<file path="config.mk">
export PLATFORM = sky130hd
export DESIGN_NAME = scr_div
export DESIGN_NICKNAME = d
export VERILOG_FILES = /design/src/scr_pkg.sv /design/src/scr_div.sv
export SDC_FILE = /design/constraint.sdc
export NUM_CORES = 1
export LEC_CHECK = 0
export BUFFER_PORTS_ARGS = -buffer_cell sky130_fd_sc_hd__buf_2
export CAP_MARGIN = 20
export CORE_MARGIN = 2
export CORE_UTILIZATION = 50
export CTS_BUF_LIST = sky130_fd_sc_hd__clkbuf_8 sky130_fd_sc_hd__clkbuf_16
export DETAILED_ROUTE_END_ITERATION = 8
export PLACE_DENSITY = 0.7
export SLEW_MARGIN = 25
export SYNTH_ARGS = -nofsm -noshare
export SYNTH_HDL_FRONTEND = slang
export SYNTH_SLANG_ARGS = --single-unit
</file>
<file path="constraint.sdc">
create_clock -name clock -period 4.88 [get_ports clock]
set_input_delay 0.732 -clock clock [delete_from_list [all_inputs] [get_ports clock]]
set_output_delay 0.732 -clock clock [all_outputs]
set_load 0.05 [all_outputs]
</file>
<file path="src/scr_pkg.sv">
// Shared definitions for the execute core: opcodes, error codes, widths
// and the immediate shaping function. No dependencies.
`timescale 1ns / 1ps

package scr_pkg;

   localparam int DATA_WORDS_DEF = 4096;
   localparam int RET_DEPTH_DEF  = 16;
   localparam int PC_W           = 26;
   localparam int WORD_W         = 32;
   localparam int MADDR_W        = 12;
   localparam int RSP_W          = 120;

   typedef enum logic [4:0] {
      OP_ADD  = 5'd0,
      OP_SUB  = 5'd1,
      OP_MUL  = 5'd2,
      OP_DIV  = 5'd3,
      OP_MOD  = 5'd4,
      OP_CMP  = 5'd5,
      OP_AND  = 5'd6,
      OP_OR   = 5'd7,
      OP_NOT  = 5'd8,
      OP_MOV  = 5'd9,
      OP_LSL  = 5'd10,
      OP_LSR  = 5'd11,
      OP_ASR  = 5'd12,
      OP_NOP  = 5'd13,
      OP_LD   = 5'd14,
      OP_ST   = 5'd15,
      OP_BEQ  = 5'd16,
      OP_BGT  = 5'd17,
      OP_B    = 5'd18,
      OP_CALL = 5'd19,
      OP_RET  = 5'd20,
      OP_HLT  = 5'd21
   } opcode_type;

   typedef enum logic [1:0] {
      ERR_NONE   = 2'd0,
      ERR_STACK  = 2'd1,
      ERR_DIV0   = 2'd2,
      ERR_OPCODE = 2'd3
   } err_type;

   localparam logic [1:0] IMM_SEXT = 2'b00;
   localparam logic [1:0] IMM_HIGH = 2'b10;

   typedef struct packed {
      logic start;
      logic want_rem;
      logic is_unsigned;
   } div_ctl_type;

   function automatic logic [WORD_W-1:0] shape_imm(input logic [WORD_W-1:0] w);
      logic [WORD_W-1:0] r;
      case (w[17:16])
         IMM_SEXT: r = {{16{w[15]}}, w[15:0]};
         IMM_HIGH: r = {w[15:0], 16'd0};
         default:  r = {16'd0, w[15:0]};
      endcase
      return r;
   endfunction

endpackage

</file>
<file path="src/scr_div.sv">
// Iterative divider, one quotient bit per cycle, signed or unsigned.
// Depends on scr_pkg.
`timescale 1ns / 1ps

module scr_div (
   input  logic                clock,
   input  logic                reset,
   input  scr_pkg::div_ctl_type div_ctl,
   input  logic [31:0]         dividend,
   input  logic [31:0]         divisor,
   output logic                done,
   output logic [31:0]         result
);
   import scr_pkg::*;

   logic        run_ff, done_ff;
   logic [4:0]  cnt_ff;
   logic [31:0] dq_ff, rem_ff, ub_ff;
   logic        neg_q_ff, neg_r_ff, rem_sel_ff;
   logic        na, nb;
   logic [32:0] shifted, diff;

   assign na      = !div_ctl.is_unsigned && dividend[31];
   assign nb      = !div_ctl.is_unsigned && divisor[31];
   assign shifted = {rem_ff, dq_ff[31]};
   assign diff    = shifted - {1'b0, ub_ff};

   always_ff @(posedge clock) begin
      if (reset) begin
         run_ff  <= 1'b0;
         done_ff <= 1'b0;
         cnt_ff  <= '0;
      end else begin
         done_ff <= run_ff && !div_ctl.start && (cnt_ff == 5'd31);
         if (div_ctl.start) begin
            run_ff     <= 1'b1;
            cnt_ff     <= '0;
            dq_ff      <= na ? (32'd0 - dividend) : dividend;
            ub_ff      <= nb ? (32'd0 - divisor) : divisor;
            rem_ff     <= '0;
            neg_q_ff   <= na ^ nb;
            neg_r_ff   <= na;
            rem_sel_ff <= div_ctl.want_rem;
         end else if (run_ff) begin
            // restoring step: keep the difference when it did not go negative
            rem_ff <= diff[32] ? shifted[31:0] : diff[31:0];
            dq_ff  <= {dq_ff[30:0], ~diff[32]};
            cnt_ff <= cnt_ff + 5'd1;
            if (cnt_ff == 5'd31) run_ff <= 1'b0;
         end
      end
   end

   assign done   = done_ff;
   assign result = rem_sel_ff ? (neg_r_ff ? (32'd0 - rem_ff) : rem_ff)
                              : (neg_q_ff ? (32'd0 - dq_ff) : dq_ff);

endmodule
</file>
==> metrics.md <==
| Metric | Value |
|---|---|
| Yosys reg bits | 106 |
| Tmin final | 4.47 ns |
| Data required, critical path | ~4.2 ns |
| Setup bufs post-CTS | 0 |
| RD Place Congestion | 0.955 |
| Most frequent cells in the layout | a21oi_1, buf_2, edfxtp_1 |
| Crit path kind | flop to output pin |
| Worst path buffer plus inverter count | 1 |
| DRT antenna net count | 0 |
| Seq pwr share | between 30% and 40% |
| Hold violation count in the final report | 0 |
| Hold Path Depth | 2 |
| Crit Path Max Fanout | 4 |
| Commonest non-fill, non-tap cell in the layout | a21oi_1 |
| Post-CTS Hold Fix Bufs | 0 |
| Antenna cells | 0 |
| CTS tree | done |
| Crit-path cells | or4_4 -> or4_2 -> nor4_1 -> nand2_1 -> o31ai_1 -> xor2_1 -> o21ai_0 -> buf_2 |
| HPWL Detailed | 17.5 mm |
| First-pass GRT wire length | 37.6 mm |
| Peak VDD IR | 0.283 mV |
| Status | finished, final reports clean |
| Post-synth cell types | 61 |
| CP max-delay cell | or4_2 |
| Hold Path Class | flop to flop |
| Leak | 3.95 nW |
| Unrepaired setup endpoints after global routing | no |
| Clock Skews | 0.0102 ns |
| Die height | 139 um |
| Die Wd | 139 um |
| Crit path DAT | 3.74 ns |
| Post-synth top area share | 32.8% |
| Ys Warns | 0 |
| Worst slew pin tran | 0.900 ns |
| Synth-to-Final Area Change | 11.5% |
| Total negative slack | 0 ns |
| Final Slew Violations | 0 |
| Initial antenna violation count | 0 |
| Main synth FF type | edfxtp_1 |
| GRT overflow | 0 |
| R2R depth | 9 |
| WL per Instance | roughly 17 um |
| WL final | 23.1 mm |
| Sw Pwr | 1.22 mW |
| Comb power frac | 37.2% |
| IO buf count | 101 |
| CP peak stage delay | 0.68 ns |
| Vias in the first global route | 7,570 |
| Internal Power | 1.95 mW |
| Via density | 5.89 |
| Clock share of power | around a quarter |
| Final setup fails | 0 |
| Cell Area, Synth | 9070 um^2 |
| Pre-CTS setup slack | 0.845 ns |
| Synth area leaders | edfxtp_1, xnor2_1, a21oi_1 |
| Pin count of the biggest net entering global routing | 52 |
| Root buf cell | clkbuf_16 |
| WHS | 0.515 ns |
| DRC | 0 |
| Io pins | 102 |
| Core area | between 15,000 and 20,000 um^2 |
| CP Depth | 8 |
| Max Fclk | 224 MHz |
| Startpoint Class | flop |
| EDFF count, synth | 99 |
| Pwr Density | about 310 nW/um^2 |
| CTS clk-pin slew, worst paths | 0.08 ns |
| Count of clock tree sinks | 106 |
| Die ar. | between 15,000 and 20,000 um^2 |
| Layout Nets | 1,258 |
| Max_cap viols | 0 |
| Slew HR | between 30% and 40% |
| Synth Area per Inst | 8.41 um^2 |
| Asr flop ratio synth | 0% |
| Fin crit share | roughly nine tenths |
| Later-pin clock latency in the skew report | 0.37 ns |
| Row count | 49 |
| Tot Pwr | 3.17 mW |
| Top cell family by delay on the critical path | simple AND/OR/NAND/NOR gates |
| Num CTS Buffers | 9 |
| Vias after detailed routing | between 8,000 and 9,000 |
| H-tree depth | 3 |
| Area leader, netlist | edfxtp_1 |
| Clock buffer depth | 2 |
| Post-CTS sizing | 0 |
| Initial core utilization | roughly half |
| Drt pass-1 iters | 5 |
| Layout cell share with drive strength beyond 1 | 13.1% |
| Final worst slack | 0.409 ns |
| Seq/Total Area, Yosys | between 30% and 40% |
| Synth Instances | about 1,100 |
| Initial DRC count | 578 |
| Switch share | 38.6% |
| GRT Util Overall | about a quarter |
| Syn_nets | 1,186 |
| Endpoint type of the worst setup path | output pin |
## kinds of logic (layout without fill, tap and decap cells)
group | Yosys count | after routing | share of synthesized area [%]
DFF | 106 | 106 | 34.3
AOI/OAI and AO/OA | 333 | 333 | 22.2
adders and majority gates | 39 | 39 | 5.47
xor gates and xnor gates | 141 | 141 | 13.6
muxes | 12 | 12 | 1.37
and+or+nand+nor | 338 | 338 | 18.5
buffers and inverters | 109 | 186 | 4.51
## worst min-delay path: cells and delay by family (launching register included)
kind                      cells  cell delay, ns
DFF                           1            0.34
xor gates and xnor gates      1            0.07
and+or+nand+nor               1            0.07
## final timing paths
| check | from | end | slack, ns |
|---|---|---|---|
| worst max-delay path | dq_ff[8] | result[28] | 0.41 |
| worst min-delay path | cnt_ff[3] | cnt_ff[3] | 0.52 |
| worst min register to register | cnt_ff[3] | cnt_ff[3] | 0.52 |
| worst max register to register | rem_ff[4] | rem_ff[23] | 0.94 |
## power groups by stage
stage                     clock network, mW  registers [mW]  logic, mW
final                                 0.794            1.20       1.18
after global routing                  0.825            1.21       1.30
after CTS                             0.800            1.20       1.18
after detailed placement                  0            1.22       1.17
after global placement                    0            1.22       1.16
after floorplan                           0            1.18      0.908
## per-layer routing
layer	vias up	track usage [%]	routed length (um)
met5	-	0	0
met1	3841	31.7	10400
met2	188	41.0	11600
li1	4090	-	-
met4	0	6.54	378
met3	30	3.25	859
## synth_stat cells (6+ instances only)
library cell  count
nor4_1           12
dfxtp_1           7
o21ai_0          94
nand3_1          30
o211ai_1         11
o41ai_1          14
xnor2_1          77
a211oi_1         11
inv_1            58
a21o_1           14
or3_1            11
clkbuf_1         49
nand2_1          82
nor3_1           26
nor2_1           98
mux2i_1           9
o31ai_1          24
o21bai_1          6
ha_1             38
xor2_1           64
a21oi_1         125
nand2b_1         13
nand4_1          12
or4_1            13
edfxtp_1         99
and3_1            8
o21a_1            6
## flip-flops by register name, indices dropped and copies added (netlist names)
register and flops:
done 1, rem_ff 32, rem_sel_ff 1, ub_ff 32, dq_ff 32, neg_r_ff 1, neg_q_ff 1, cnt_ff 5
run_ff 1
## stage by stage
stage                     util, %  instance area (um^2)  cells
after CTS                    56.3                 10100   1383
final                        56.5                 10100   1384
after global placement       54.6                  9770   1367
after detailed placement     54.6                  9770   1367
after global routing         56.5                 10100   1384
after floorplan                 -                  9070   1078
## area by class of cell
| class | count | area [um^2] |
|---|---|---|
| Fill cell | 1676 | 7790 |
| Timing Repair Buffer | 112 | 608 |
| Clock buffer | 11 | 275 |
| Sequential cell | 106 | 3110 |
| Clock inverter | 5 | 36.3 |
| Inverter | 58 | 218 |
| Tap cell | 229 | 287 |
| Multi-Input combinational cell | 863 | 5570 |
Note: power is estimated with default switching activity, not from simulation.
